[config.mk]
export PLATFORM = sky130hd
export DESIGN_NAME = idri_ctrl
export DESIGN_NICKNAME = d
export VERILOG_FILES = /design/src/rtl/core/idri_pkg.sv /design/src/rtl/core/idri_ctrl.sv
export SDC_FILE = /design/constraint.sdc
export NUM_CORES = 1
export LEC_CHECK = 0
export BUFFER_PORTS_ARGS = -buffer_cell sky130_fd_sc_hd__buf_2
export CAP_MARGIN = 20
export CORE_AREA = 3 3 65 55
export CTS_CLUSTER_SIZE = 16
export DETAILED_ROUTE_END_ITERATION = 12
export DIE_AREA = 0 0 68 58
export GPL_TIMING_DRIVEN = 1
export PLACE_DENSITY = 0.61
export SYNTH_ARGS = -nofsm -noshare
export SYNTH_HDL_FRONTEND = slang
export SYNTH_SLANG_ARGS = --single-unit
[constraint.sdc]
create_clock -name clk_i -period 4.9 [get_ports clk_i]
set_input_delay 0.245 -clock clk_i [delete_from_list [all_inputs] [get_ports clk_i]]
set_output_delay 0.245 -clock clk_i [all_outputs]
set_load 0.03 [all_outputs]
[src/rtl/core/idri_pkg.sv]
package idri_pkg;

  // Fixed-point setup
  localparam int FRAC_BITS    = 16;
  localparam int CORDIC_STEPS = 16;
  localparam int ANG_FRAC     = 30;
  localparam int ANG_SHIFT    = ANG_FRAC - FRAC_BITS;

  // Port widths
  localparam int IN_W  = 152;
  localparam int OUT_W = 232;
  localparam int CFG_W = 32;

  // Sequencer counter and time scale sizes
  localparam int CNT_W  = 6;
  localparam int QUO_W  = 41;
  // four 32x32 partial products of the reciprocal multiply
  localparam int DIV_STEPS = 4;

  // Angle constants, Q2.30
  localparam logic signed [33:0] PI_Q30      = 34'sd3373259426;
  localparam logic signed [33:0] HALF_PI_Q30 = 34'sd1686629713;
  localparam logic signed [35:0] GAIN_Q30    = 36'sd652032874;
  localparam logic signed [35:0] X_BIAS      = 36'sd268435456;

  // Heading clamp: round(pi) at the output scale, capped to 19 bits
  localparam longint PI_RND   = (64'd3373259426 + (64'd1 << (ANG_SHIFT - 1))) >> ANG_SHIFT;
  localparam longint HEAD_MAX = (PI_RND > 262143) ? 262143 : PI_RND;
  localparam logic signed [21:0] HEAD_LIM = 22'(HEAD_MAX);

  // Time scaling: 1e9 = 2^9 * 5^9, 2e9 = 2^10 * 5^9
  localparam logic [30:0] NS_HALF1 = 31'd500000000;
  localparam logic [30:0] NS_HALF2 = 31'd1000000000;
  localparam int          NS_SH1   = 9;
  localparam int          NS_SH2   = 10;
  localparam logic [127:0] NS_ODD  = 128'd1953125;
  // ceil(2^84 / 5^9): exact quotient for any dividend below 2^63
  localparam int          RCP_SHIFT = 84;
  localparam logic [127:0] RCP_FULL =
    ((128'd1 << RCP_SHIFT) + NS_ODD - 128'd1) / NS_ODD;
  localparam logic [63:0] RCP_M    = 64'(RCP_FULL);
  // shifted dividend at or above this gives a quotient beyond the cap
  localparam logic [96:0] OVF_LIM  = 97'(((128'd1 << 40) + 128'd1) * NS_ODD);
  localparam logic [QUO_W-1:0] SCALE_CAP = QUO_W'(1) << 40;

  // Configuration register indexes
  typedef enum logic [0:0] {
    CFG_SPEED   = 1'b0,
    CFG_HEADING = 1'b1
  } idri_cfg_e;

  typedef enum logic [4:0] {
    ST_IDLE,
    ST_PREP,
    ST_VEC_INIT,
    ST_VEC_STEP,
    ST_YAW,
    ST_SC_LOAD,
    ST_SC_MUL0,
    ST_SC_MUL1,
    ST_SC_MUL2,
    ST_DIV_INIT,
    ST_DIV_STEP,
    ST_SC_APPLY,
    ST_ROT_INIT,
    ST_ROT_STEP,
    ST_TRK_X,
    ST_TRK_AX,
    ST_TRK_AY,
    ST_EMIT
  } idri_state_e;

  // Controller to datapath
  typedef struct packed {
    logic       load_in;
    logic       first;
    logic       prep;
    logic       vec_init;
    logic       vec_step;
    logic       yaw;
    logic       sc_load;
    logic       sc_mul0;
    logic       sc_mul1;
    logic       sc_mul2;
    logic       div_init;
    logic       div_step;
    logic       sc_apply;
    logic       pass;
    logic       rot_init;
    logic       rot_step;
    logic       trk_x;
    logic       trk_ax;
    logic       trk_ay;
    logic       emit;
    logic [4:0] iter;
  } idri_cmd_t;

  // Datapath to controller
  typedef struct packed {
    logic have_prev;
  } idri_sts_t;

  // Arctangent table, Q2.30, truncated
  function automatic logic signed [33:0] atan_q30(input logic [4:0] idx);
    logic signed [33:0] v;
    case (idx)
      5'd0:  v = 34'sd843314856;
      5'd1:  v = 34'sd497837829;
      5'd2:  v = 34'sd263043836;
      5'd3:  v = 34'sd133525158;
      5'd4:  v = 34'sd67021686;
      5'd5:  v = 34'sd33543515;
      5'd6:  v = 34'sd16775850;
      5'd7:  v = 34'sd8388437;
      5'd8:  v = 34'sd4194282;
      5'd9:  v = 34'sd2097149;
      5'd10: v = 34'sd1048575;
      5'd11: v = 34'sd524287;
      5'd12: v = 34'sd262143;
      5'd13: v = 34'sd131071;
      5'd14: v = 34'sd65535;
      5'd15: v = 34'sd32767;
      5'd16: v = 34'sd16383;
      5'd17: v = 34'sd8191;
      5'd18: v = 34'sd4095;
      5'd19: v = 34'sd2047;
      5'd20: v = 34'sd1023;
      5'd21: v = 34'sd511;
      5'd22: v = 34'sd255;
      5'd23: v = 34'sd127;
      default: v = '0;
    endcase
    return v;
  endfunction

  function automatic logic signed [31:0] sat32(input logic signed [42:0] v);
    logic signed [31:0] r;
    if (v > 43'sd2147483647) begin
      r = 32'sh7fffffff;
    end else if (v < -43'sd2147483648) begin
      r = 32'sh80000000;
    end else begin
      r = v[31:0];
    end
    return r;
  endfunction

  function automatic logic signed [39:0] sat40(input logic signed [40:0] v);
    logic signed [39:0] r;
    if (v > 41'sd549755813887) begin
      r = 40'sh7fffffffff;
    end else if (v < -41'sd549755813888) begin
      r = 40'sh8000000000;
    end else begin
      r = v[39:0];
    end
    return r;
  endfunction

endpackage

[src/rtl/core/idri_ctrl.sv]
module idri_ctrl (
  input  logic                  clk_i,
  input  logic                  rst_ni,
  input  logic                  in_valid_i,
  input  logic                  in_kind_i,
  output logic                  in_ready_o,
  output logic                  out_valid_o,
  input  logic                  out_ready_i,
  input  idri_pkg::idri_sts_t   sts_i,
  output idri_pkg::idri_cmd_t   cmd_o
);
  import idri_pkg::*;

  idri_state_e       state_q, state_d;
  logic [CNT_W-1:0]  cnt_q, cnt_d;
  logic              pass_q, pass_d;
  logic              oval_q, oval_d;
  logic              in_fire;
  logic              out_free;
  logic              cordic_last;
  logic              div_last;

  assign in_fire     = in_valid_i && (state_q == ST_IDLE);
  assign out_free    = !oval_q || out_ready_i;
  assign cordic_last = (cnt_q == CNT_W'(CORDIC_STEPS - 1));
  assign div_last    = (cnt_q == CNT_W'(DIV_STEPS - 1));

  // Next state
  always_comb begin
    state_d = state_q;
    case (state_q)
      ST_IDLE: begin
        if (in_fire) begin
          if (in_kind_i) begin
            state_d = ST_ROT_INIT;
          end else if (sts_i.have_prev) begin
            state_d = ST_PREP;
          end
        end
      end
      ST_PREP:     state_d = ST_VEC_INIT;
      ST_VEC_INIT: state_d = ST_VEC_STEP;
      ST_VEC_STEP: if (cordic_last) state_d = ST_YAW;
      ST_YAW:      state_d = ST_SC_LOAD;
      ST_SC_LOAD:  state_d = ST_SC_MUL0;
      ST_SC_MUL0:  state_d = ST_SC_MUL1;
      ST_SC_MUL1:  state_d = ST_SC_MUL2;
      ST_SC_MUL2:  state_d = ST_DIV_INIT;
      ST_DIV_INIT: state_d = ST_DIV_STEP;
      ST_DIV_STEP: if (div_last) state_d = ST_SC_APPLY;
      ST_SC_APPLY: state_d = pass_q ? ST_IDLE : ST_SC_LOAD;
      ST_ROT_INIT: state_d = ST_ROT_STEP;
      ST_ROT_STEP: if (cordic_last) state_d = ST_TRK_X;
      ST_TRK_X:    state_d = ST_TRK_AX;
      ST_TRK_AX:   state_d = ST_TRK_AY;
      ST_TRK_AY:   state_d = ST_EMIT;
      ST_EMIT:     if (out_free) state_d = ST_IDLE;
      default:     state_d = ST_IDLE;
    endcase
  end

  // Counter, pass select and output valid
  always_comb begin
    cnt_d  = (state_d != state_q) ? '0 : cnt_q + CNT_W'(1);
    pass_d = (state_q == ST_SC_APPLY) ? !pass_q : pass_q;
    oval_d = oval_q;
    if ((state_q == ST_EMIT) && out_free) begin
      oval_d = 1'b1;
    end else if (out_ready_i) begin
      oval_d = 1'b0;
    end
  end

  // Commands
  always_comb begin
    cmd_o          = '0;
    cmd_o.iter     = cnt_q[4:0];
    cmd_o.pass     = pass_q;
    cmd_o.load_in  = in_fire;
    cmd_o.first    = in_fire && !in_kind_i && !sts_i.have_prev;
    cmd_o.prep     = (state_q == ST_PREP);
    cmd_o.vec_init = (state_q == ST_VEC_INIT);
    cmd_o.vec_step = (state_q == ST_VEC_STEP);
    cmd_o.yaw      = (state_q == ST_YAW);
    cmd_o.sc_load  = (state_q == ST_SC_LOAD);
    cmd_o.sc_mul0  = (state_q == ST_SC_MUL0);
    cmd_o.sc_mul1  = (state_q == ST_SC_MUL1);
    cmd_o.sc_mul2  = (state_q == ST_SC_MUL2);
    cmd_o.div_init = (state_q == ST_DIV_INIT);
    cmd_o.div_step = (state_q == ST_DIV_STEP);
    cmd_o.sc_apply = (state_q == ST_SC_APPLY);
    cmd_o.rot_init = (state_q == ST_ROT_INIT);
    cmd_o.rot_step = (state_q == ST_ROT_STEP);
    cmd_o.trk_x    = (state_q == ST_TRK_X);
    cmd_o.trk_ax   = (state_q == ST_TRK_AX);
    cmd_o.trk_ay   = (state_q == ST_TRK_AY);
    cmd_o.emit     = (state_q == ST_EMIT) && out_free;
  end

  assign in_ready_o  = (state_q == ST_IDLE);
  assign out_valid_o = oval_q;

  always_ff @(posedge clk_i or negedge rst_ni) begin
    if (!rst_ni) begin
      state_q <= ST_IDLE;
      cnt_q   <= '0;
      pass_q  <= 1'b0;
      oval_q  <= 1'b0;
    end else begin
      state_q <= state_d;
      cnt_q   <= cnt_d;
      pass_q  <= pass_d;
      oval_q  <= oval_d;
    end
  end

endmodule

---- Yosys cells after proc, flatten, opt, wreduce, memory -nomap -nowiden ----
Cells that the tools add are included.
cells by class
  $add $sub $neg .......................... 1
  multipliers ............................. 0
  div/mod/pow operators ................... 0
  $lt $le $gt $ge ......................... 0
  equality and inequality tests ........... 20
  shift operators ......................... 0
  mux-type cells .......................... 12
  bitwise operators ....................... 0
  reductions and logical operators ........ 11
operators by type and width
  operator                                        number
  case mux 5 bit (18 select lines)                1
  == test 5 x 4 -> 1 bit (second input constant)  8
  2-to-1 mux 5 bit                                7
  == test 5 x 3 -> 1 bit (second input constant)  4
  == test 5 x 2 -> 1 bit (second input constant)  2
  == test 5 bit (second input constant)           2
  adder 6 x 1 -> 6 bit (second input constant)    1
  == test 6 x 2 -> 1 bit (second input constant)  1
  == test 6 x 4 -> 1 bit (second input constant)  1
  2-to-1 mux 6 bit                                1
  == test 5 x 1 -> 1 bit (second input constant)  1
  zero test 5 bit                                 1
  != test 5 bit                                   1
  logical AND 1 bit                               4
  zero test 1 bit                                 4
  2-to-1 mux 3 bit                                1
  2-to-1 mux 1 bit                                2
  nonzero test 2 bit                              1
  logical OR 1 bit                                1
word-level totals
  register bits ........................... 13
  bits in latches ......................... 0
  RAM bits ................................ 0
  ROM bits ................................ 0
  input port bits ......................... 6
  output and inout bits ................... 27
  word-level logic and storage cells ...... 48
  memories kept ........................... 0

---- Longest topological paths before layout ----
Gate-level depths: netlist of run 1.
  word-level depth ........................ 6
  depth in mapped cells ................... 8
  mapped depth without buffers ............ 6

---- Worst setup path after synthesis of run 1 ----
No wires, ideal clock.
  path type ............................... reg-to-reg
  start point ............................. register cnt_q[0]
  end point ............................... register cnt_q[0]
  library setup time ...................... 94 ps
  arrival ................................. 1894 ps
  required time ........................... 4806 ps
  path slack .............................. 2912 ps
  stages on the path, launching flop included .. 8
  path buffers ............................ 1
  period minus slack after synthesis ...... 1988 ps
  path through ............................ dfrtp_1 -> ha_1 -> nor3b_2 -> nand3_2 -> a311o_1 -> or3_1 -> buf_2 -> a211oi_1
on the way
  word-level cells in the longest chain between the ends .. 5
  elaborated cells on any way between the ends .. 9
  classes of those cells .................. add/sub: 1; eq/ne: 3; mux: 5
RTL lines
  what                                                              RTL line                                           text
  start: declaration                                                idri_ctrl.sv:15                                    logic [CNT_W-1:0] cnt_q, cnt_d;
  start signal: assignment                                          idri_ctrl.sv:111                                   cnt_q <= cnt_d;
  == test 6 x 4 -> 1 bit or == test 6 x 2 -> 1 bit (tied branches)  idri_ctrl.sv:25, idri_ctrl.sv:26
  2-to-1 mux 5 bit (on tied branches)                               idri_ctrl.sv:53, idri_ctrl.sv:43, idri_ctrl.sv:50
  case mux 5 bit (18 select lines)                                  idri_ctrl.sv:31                                    case (state_q)
  != test 5 bit                                                     idri_ctrl.sv:64                                    cnt_d = (state_d != state_q) ? '0 : cnt_q + CNT_W'(1);
  2-to-1 mux 6 bit *                                                idri_ctrl.sv:64
  net cnt_d[0]                                                      idri_ctrl.sv:15
The timed path passes the listed nets; every way through them passes the cells marked *.
A chain may end at the register's enable or synchronous reset.

---- Worst setup path in the final report of run 1 ----
  start point ............................. register cnt_q[0]
  end point ............................... register cnt_q[4]
Same word-level chain as after synthesis.

==> results of run 1 <==
[where the power goes]
group          switching (mW)  total, mW  internal, mW
Clock                  0.0390     0.0965        0.0575
Combinational           0.293      0.441         0.148
Sequential             0.0777      0.215         0.137
Total                   0.409      0.753         0.343
[cells in the mapped netlist, drive strengths merged]
master,number,share of area
nand2b,5,0.030
nor3b,2,0.019
a21o,2,0.015
o211ai,1,0.0073
o2111ai,1,0.0085
and4,1,0.0085
xor2,3,0.026
a211o,1,0.0085
dfrtp,13,0.32
o41ai,1,0.0085
nor2,26,0.095
a2111oi,1,0.015
nand4,1,0.0061
and3,1,0.0061
a31oi,1,0.0061
clkbuf,3,0.011
or4b,1,0.0097
a311o,1,0.0097
o311ai,1,0.0085
or3b,1,0.0085
xnor2,2,0.017
a21boi,1,0.0073
or2,3,0.018
a211oi,6,0.044
ha,1,0.012
inv,2,0.0073
buf,12,0.078
nor2b,1,0.0061
o21ai,8,0.039
nand3b,3,0.022
a21oi,7,0.034
nand3,5,0.029
or3,2,0.012
nand2,10,0.037
and3b,1,0.0085
nor3,1,0.0049
[cells by family after synthesis]
family,count (synthesis)
compound gates,32
xor+xnor,5
buf+inv,17
simple gates,64
fa+ha+maj,1
flops,13
[metrics by stage]
step | cell area (um2) | hold slack (ps) | setup WS (ps)
detailed placement | 1150 | 155 | 2670
finish | 1200 | 290 | 2680
CTS | 1200 | 286 | 2670
floorplan | 1030 | -50.6 | 2910
global route | 1200 | 337 | 2520
global placement | 1150 | 153 | 2770
[worst reg2reg max path: stages, from the launching register on]
cell and delay [ps]:
dfrtp_1 380, ha_1 250, nor3b_2 250, nand3_2 140, a311o_1 370, or3_1 460, a211oi_1 280
[final timing paths]
kind	start	end	slack, ps	cells past startpoint
min in group asynchronous	rst_ni	state_q[0]$_DFF_PN0_	430	2
max in group asynchronous	rst_ni	cnt_q[5]$_DFF_PN0_	4240	2
max reg2reg	cnt_q[0]$_DFF_PN0_	cnt_q[4]$_DFF_PN0_	2680	6
min reg2reg	cnt_q[0]$_DFF_PN0_	cnt_q[0]$_DFF_PN0_	480	1
min	in_kind_i	state_q[3]$_DFF_PN0_	290	3
max	cnt_q[0]$_DFF_PN0_	cnt_q[4]$_DFF_PN0_	2680	6
[sequential cells by signal, indices dropped and copies added (netlist names)]
| name | cells |
|---|---|
| cnt_q | 6 |
| out_valid_o | 1 |
| pass_q | 1 |
| state_q | 5 |
[metal layers]
layer | track usage | routed length, um
met1 | 0.196 | 1280
met3 | 0.0446 | 105
met4 | 0.0255 | 0
met5 | 0 | 0
met2 | 0.232 | 1260
[layout make-up]
type / instances / area (um2) / area share
clock buffers: 4 / 45.0 / 0.0375
inverters: 2 / 7.51 / 0.00625
multi-input cells: 102 / 603 / 0.502
flip-flops and latches: 13 / 325 / 0.271
well taps: 40 / 50.0 / 0.0417
repair buffers: 33 / 170 / 0.142
==> results.toml, run 1 <==
[clock_network]
htreeDepth = 1
cts_sinks = 13
cts_setup_buffers = 0
cts_tree = "yes"
clock-root-buffer = "clkbuf_8"
insertion_delay_ps = 240
clkSlewWorstSetupHoldPaths_ps = 60
cts_resized = 0
cts-buffers-inserted = 3
cts_buffer_depth = 2
ctsHoldBuffers = 1

[status]
status = "finished clean"

[grt]
grt_pass1_wl_um = 4400
grt_pass1_vias = 924
grt-ovfl-total = 0
grt_usage = 0.145
antenna_found_initial = 0
grt_max_degree = 18

[floorplanning]
fp.dieW_um = 68
start_util = 0.340
num_rows = 18
dieArea_mm2 = 0.00394
core_area_mm2 = 0.00302
dieHeight_um = 58
io_pins = 33

[yosys]
syn_area_mm2 = 0.00103
synth-seq-cells = 13
syn_area_per_cell_um2 = 7.78
synthXorXnorAreaFrac = 0.0426
synth_compound_area_frac = 0.211
synthMuxAreaShare = 0
synth_top_family_by_area = "simple AND/OR/NAND/NOR gates"
syn-num-nets = 139
synth_warnings = 0
ys_seq_area_frac = 0.317
synth-simple-area-share = 0.322
synth.distinct_cells = 41
syn-instance-count = 132
synthAdderAreaFrac = 0.0122

[finish]
drive_gt1_frac = 0.260
fin_nets = 162
instances_no_fill = 194
syn2layout_area_growth_pct = 16.9
nFillCells = 331
fin_util = 0.398
layout_common_cells = "buf_2 (32), nor2_1 (26), dfrtp_1 (13)"
layout_commonest_cell = "buf_2"
n_antenna_cell = 0

[route]
antenna_left = 0
drtIter0Drc = 42
wirelength_um = 2650
wl_per_cell_um = 13.6
firstDrtPassIters = 4
vias = 993
drc = 0
vias_per_cell = 5.12

[placement]
dp.cells = 189
dpl.hpwl_um = 1980
io_buffers = 32
gp_congestion = 0.840

[critical_path]
crit_buf_inv = 0
crit_type = "register to register"
startpoint_type = "register"
worst_setup_path_end_kind = "register"
crit_family = "simple AND/OR/NAND/NOR gates"
critPathMaxFanout = 6
crit_chain = "ha_1 -> nor3b_2 -> nand3_2 -> a311o_1 -> or3_1 -> a211oi_1"
cpPeakStageDelay_ps = 460
cp_data_arrival_time_ps = 2360
slowest_stage = "or3_1"
worst-endpoint-required_ps = 5050

[timing]
final_max_slew_viol_count = 0
finClkSkew_ps = 1.49
max_slew_margin = 0.695
final.setup.tns_ps = 0
worst_pin_slew_ps = 457
max_freq_mhz = 451
rsz0062_at_grt = "false"
timing.final.hold_violations = 0
setup-violations-final = 0
min_period_over_period = 0.452
fin_crit_ps = 2220

[flow_run]
cap_violations = 0

[power]
p_total_uw = 753
p_per_area_mw_per_mm2 = 627
vdd_drop_max_uv = 330
power_leakage_nw = 0.572

[min_path]
hp-class = "input pin to register"
Note: power is estimated with default switching activity, not from simulation.
==> run 2, diff against run 1 <==
clock period = 2.2 ns   (was 4.9 ns; I/O delays follow)
==> results.toml, run 2 (same netlist as run 1, synthesis figures left out) <==
[critical_path]
rrSetupSlack_ps = 120
crit_buf_inv = 0
critPathMaxFanout = 6
worst-endpoint-required_ps = 2350
cp-endpoint = "cnt_q[5]$_DFF_PN0_"
cpPeakStageDelay_ps = 420
worstSetupStartpoint = "cnt_q[0]$_DFF_PN0_"
startpoint_type = "register"
worst_setup_path_end_kind = "register"
cp_data_arrival_time_ps = 2230
slowest_stage = "dfrtp_1"
reg2reg_depth = 6
crit_chain = "ha_4 -> nor3b_4 -> nand3_2 -> a311o_1 -> or3_4 -> a211oi_1"
r2r_end = "cnt_q[5]$_DFF_PN0_"
crit_family = "simple AND/OR/NAND/NOR gates"
crit_cells = 6
crit_type = "register to register"
r2r-start = "cnt_q[0]$_DFF_PN0_"

[route]
drc = 0
wl_met3_um = 106
firstDrtPassIters = 4
antenna_left = 0
vias_per_cell = 5.19
wl_per_cell_um = 14.2
wl_met2_um = 1360
drtIter0Drc = 30
highest_layer = "met3"
wl_met1_um = 1410
vias = 1049
wirelength_um = 2870

[finish]
nFillCells = 316
top_register = "cnt_q"
fin_nets = 170
layout_commonest_cell = "buf_2"
syn2layout_area_growth_pct = 27.9
reg.largest.list = "cnt_q x6, state_q x5"
drive_gt1_frac = 0.340
layout_common_cells = "buf_2 (32), nor2_1 (26), dfrtp_1 (12)"
largest_reg_flops = 6
fin_util = 0.435
n_antenna_cell = 0
stdcell_area_mm2 = 0.00131

[clock_network]
clkSlewWorstSetupHoldPaths_ps = 60
clock-root-buffer = "clkbuf_8"
cts_tree = "yes"
cts_buffer_depth = 2
htreeDepth = 1
cts_sinks = 13
cts-buffers-inserted = 3
insertion_delay_ps = 240

[placement]
io_buffers = 32
dpl.hpwl_um = 2180
dpl_cell_area_mm2 = 0.00120
gp_congestion = 0.887

[timing]
rsz0062_at_grt = "false"
final.setup.tns_ps = 0
max_slew_margin = 0.679
fin_crit_ps = 2080
worst_pin_slew_ps = 479
timing.final.hold_violations = 0
finClkSkew_ps = 2.69
min_period_over_period = 0.948
final_max_slew_viol_count = 0
setup-violations-final = 0
max_freq_mhz = 480

[power]
p_per_area_mw_per_mm2 = 1430
swShare = 0.527
power_leakage_nw = 0.612
vdd_drop_max_uv = 534
p_seq_frac = 0.236
power_frac_comb = 0.649
p_sw_uw = 989
clkPwrFrac = 0.115
internal_power_uw = 887

[grt]
grt-ovfl-total = 0
antenna_found_initial = 0
grt_usage = 0.160
grt_pass1_vias = 1039
grt_pass1_wl_um = 4870
grt_max_degree = 16

[floorplanning]
start_util = 0.340
dieArea_mm2 = 0.00394
dieHeight_um = 58
fp.dieW_um = 68
num_rows = 18
io_pins = 33
core_area_mm2 = 0.00302

[flow_run]
cap_violations = 0

[status]
status = "finished clean"

[min_path]
hp-class = "input pin to register"
[run 2: worst min-delay path by stage]
stage	slack, ps	startpoint	depth (start not counted)	to
finish	170	in_kind_i	3	state_q[3]$_DFF_PN0_
global route	220	in_kind_i	3	state_q[3]$_DFF_PN0_
CTS	160	in_kind_i	3	state_q[3]$_DFF_PN0_
detailed placement	20	rst_ni	1	out_valid_o$_DFFE_PN0P_
global placement	10	rst_ni	1	out_valid_o$_DFFE_PN0P_
floorplan	-190	rst_ni	0	cnt_q[0]$_DFF_PN0_
[run 2: area by class of cell]
class | count | area (um2) | area share
inverters | 2 | 7.51 | 0.00571
multi-input cells | 102 | 653 | 0.497
well taps | 40 | 50.0 | 0.0381
clock buffers | 3 | 41.3 | 0.0314
flip-flops and latches | 13 | 327 | 0.249
repair buffers | 41 | 230 | 0.175
clock inverters | 1 | 5.00 | 0.00381
[run 2: layer usage]
metal	up-vias	track usage
met2	24	0.250
met5	-	0
met4	0	0.0340
li1	519	-
met1	506	0.226
met3	0	0.0349
[run 2: stage by stage]
stage	worst slack (ps)	power (mW)	std cells	hold slack, ps
floorplan	212	1.28	132	-186
global placement	129	1.55	196	14.1
detailed placement	9.06	1.57	196	24.3
CTS	22.0	1.81	201	159
global route	13.3	2.03	202	215
finish	115	1.88	202	169
[run 2: power groups by stage]
stage,logic (mW),registers [mW],clock network [mW]
2_1_floorplan,0.912,0.364,0
3_3_place_gp,1.12,0.430,0
3_5_place_dp,1.13,0.434,0
4_1_cts,1.16,0.430,0.220
5_1_grt,1.33,0.463,0.233
6_report,1.22,0.443,0.216
[run 2: worst min-delay path, delay by kind of cell]
kind	cells	cell delay, ps
simple gates	1	60
buf+inv	1	140
compound gates	1	70
[run 2: what timing repair did]
item / in CTS / in global routing
gates resized for setup: 2 / 7
setup buffers: 0 / 1
endpoints found under the setup margin: 4 / 6
hold endpoints to repair: 13 / 0
hold buffers: 1 / 0
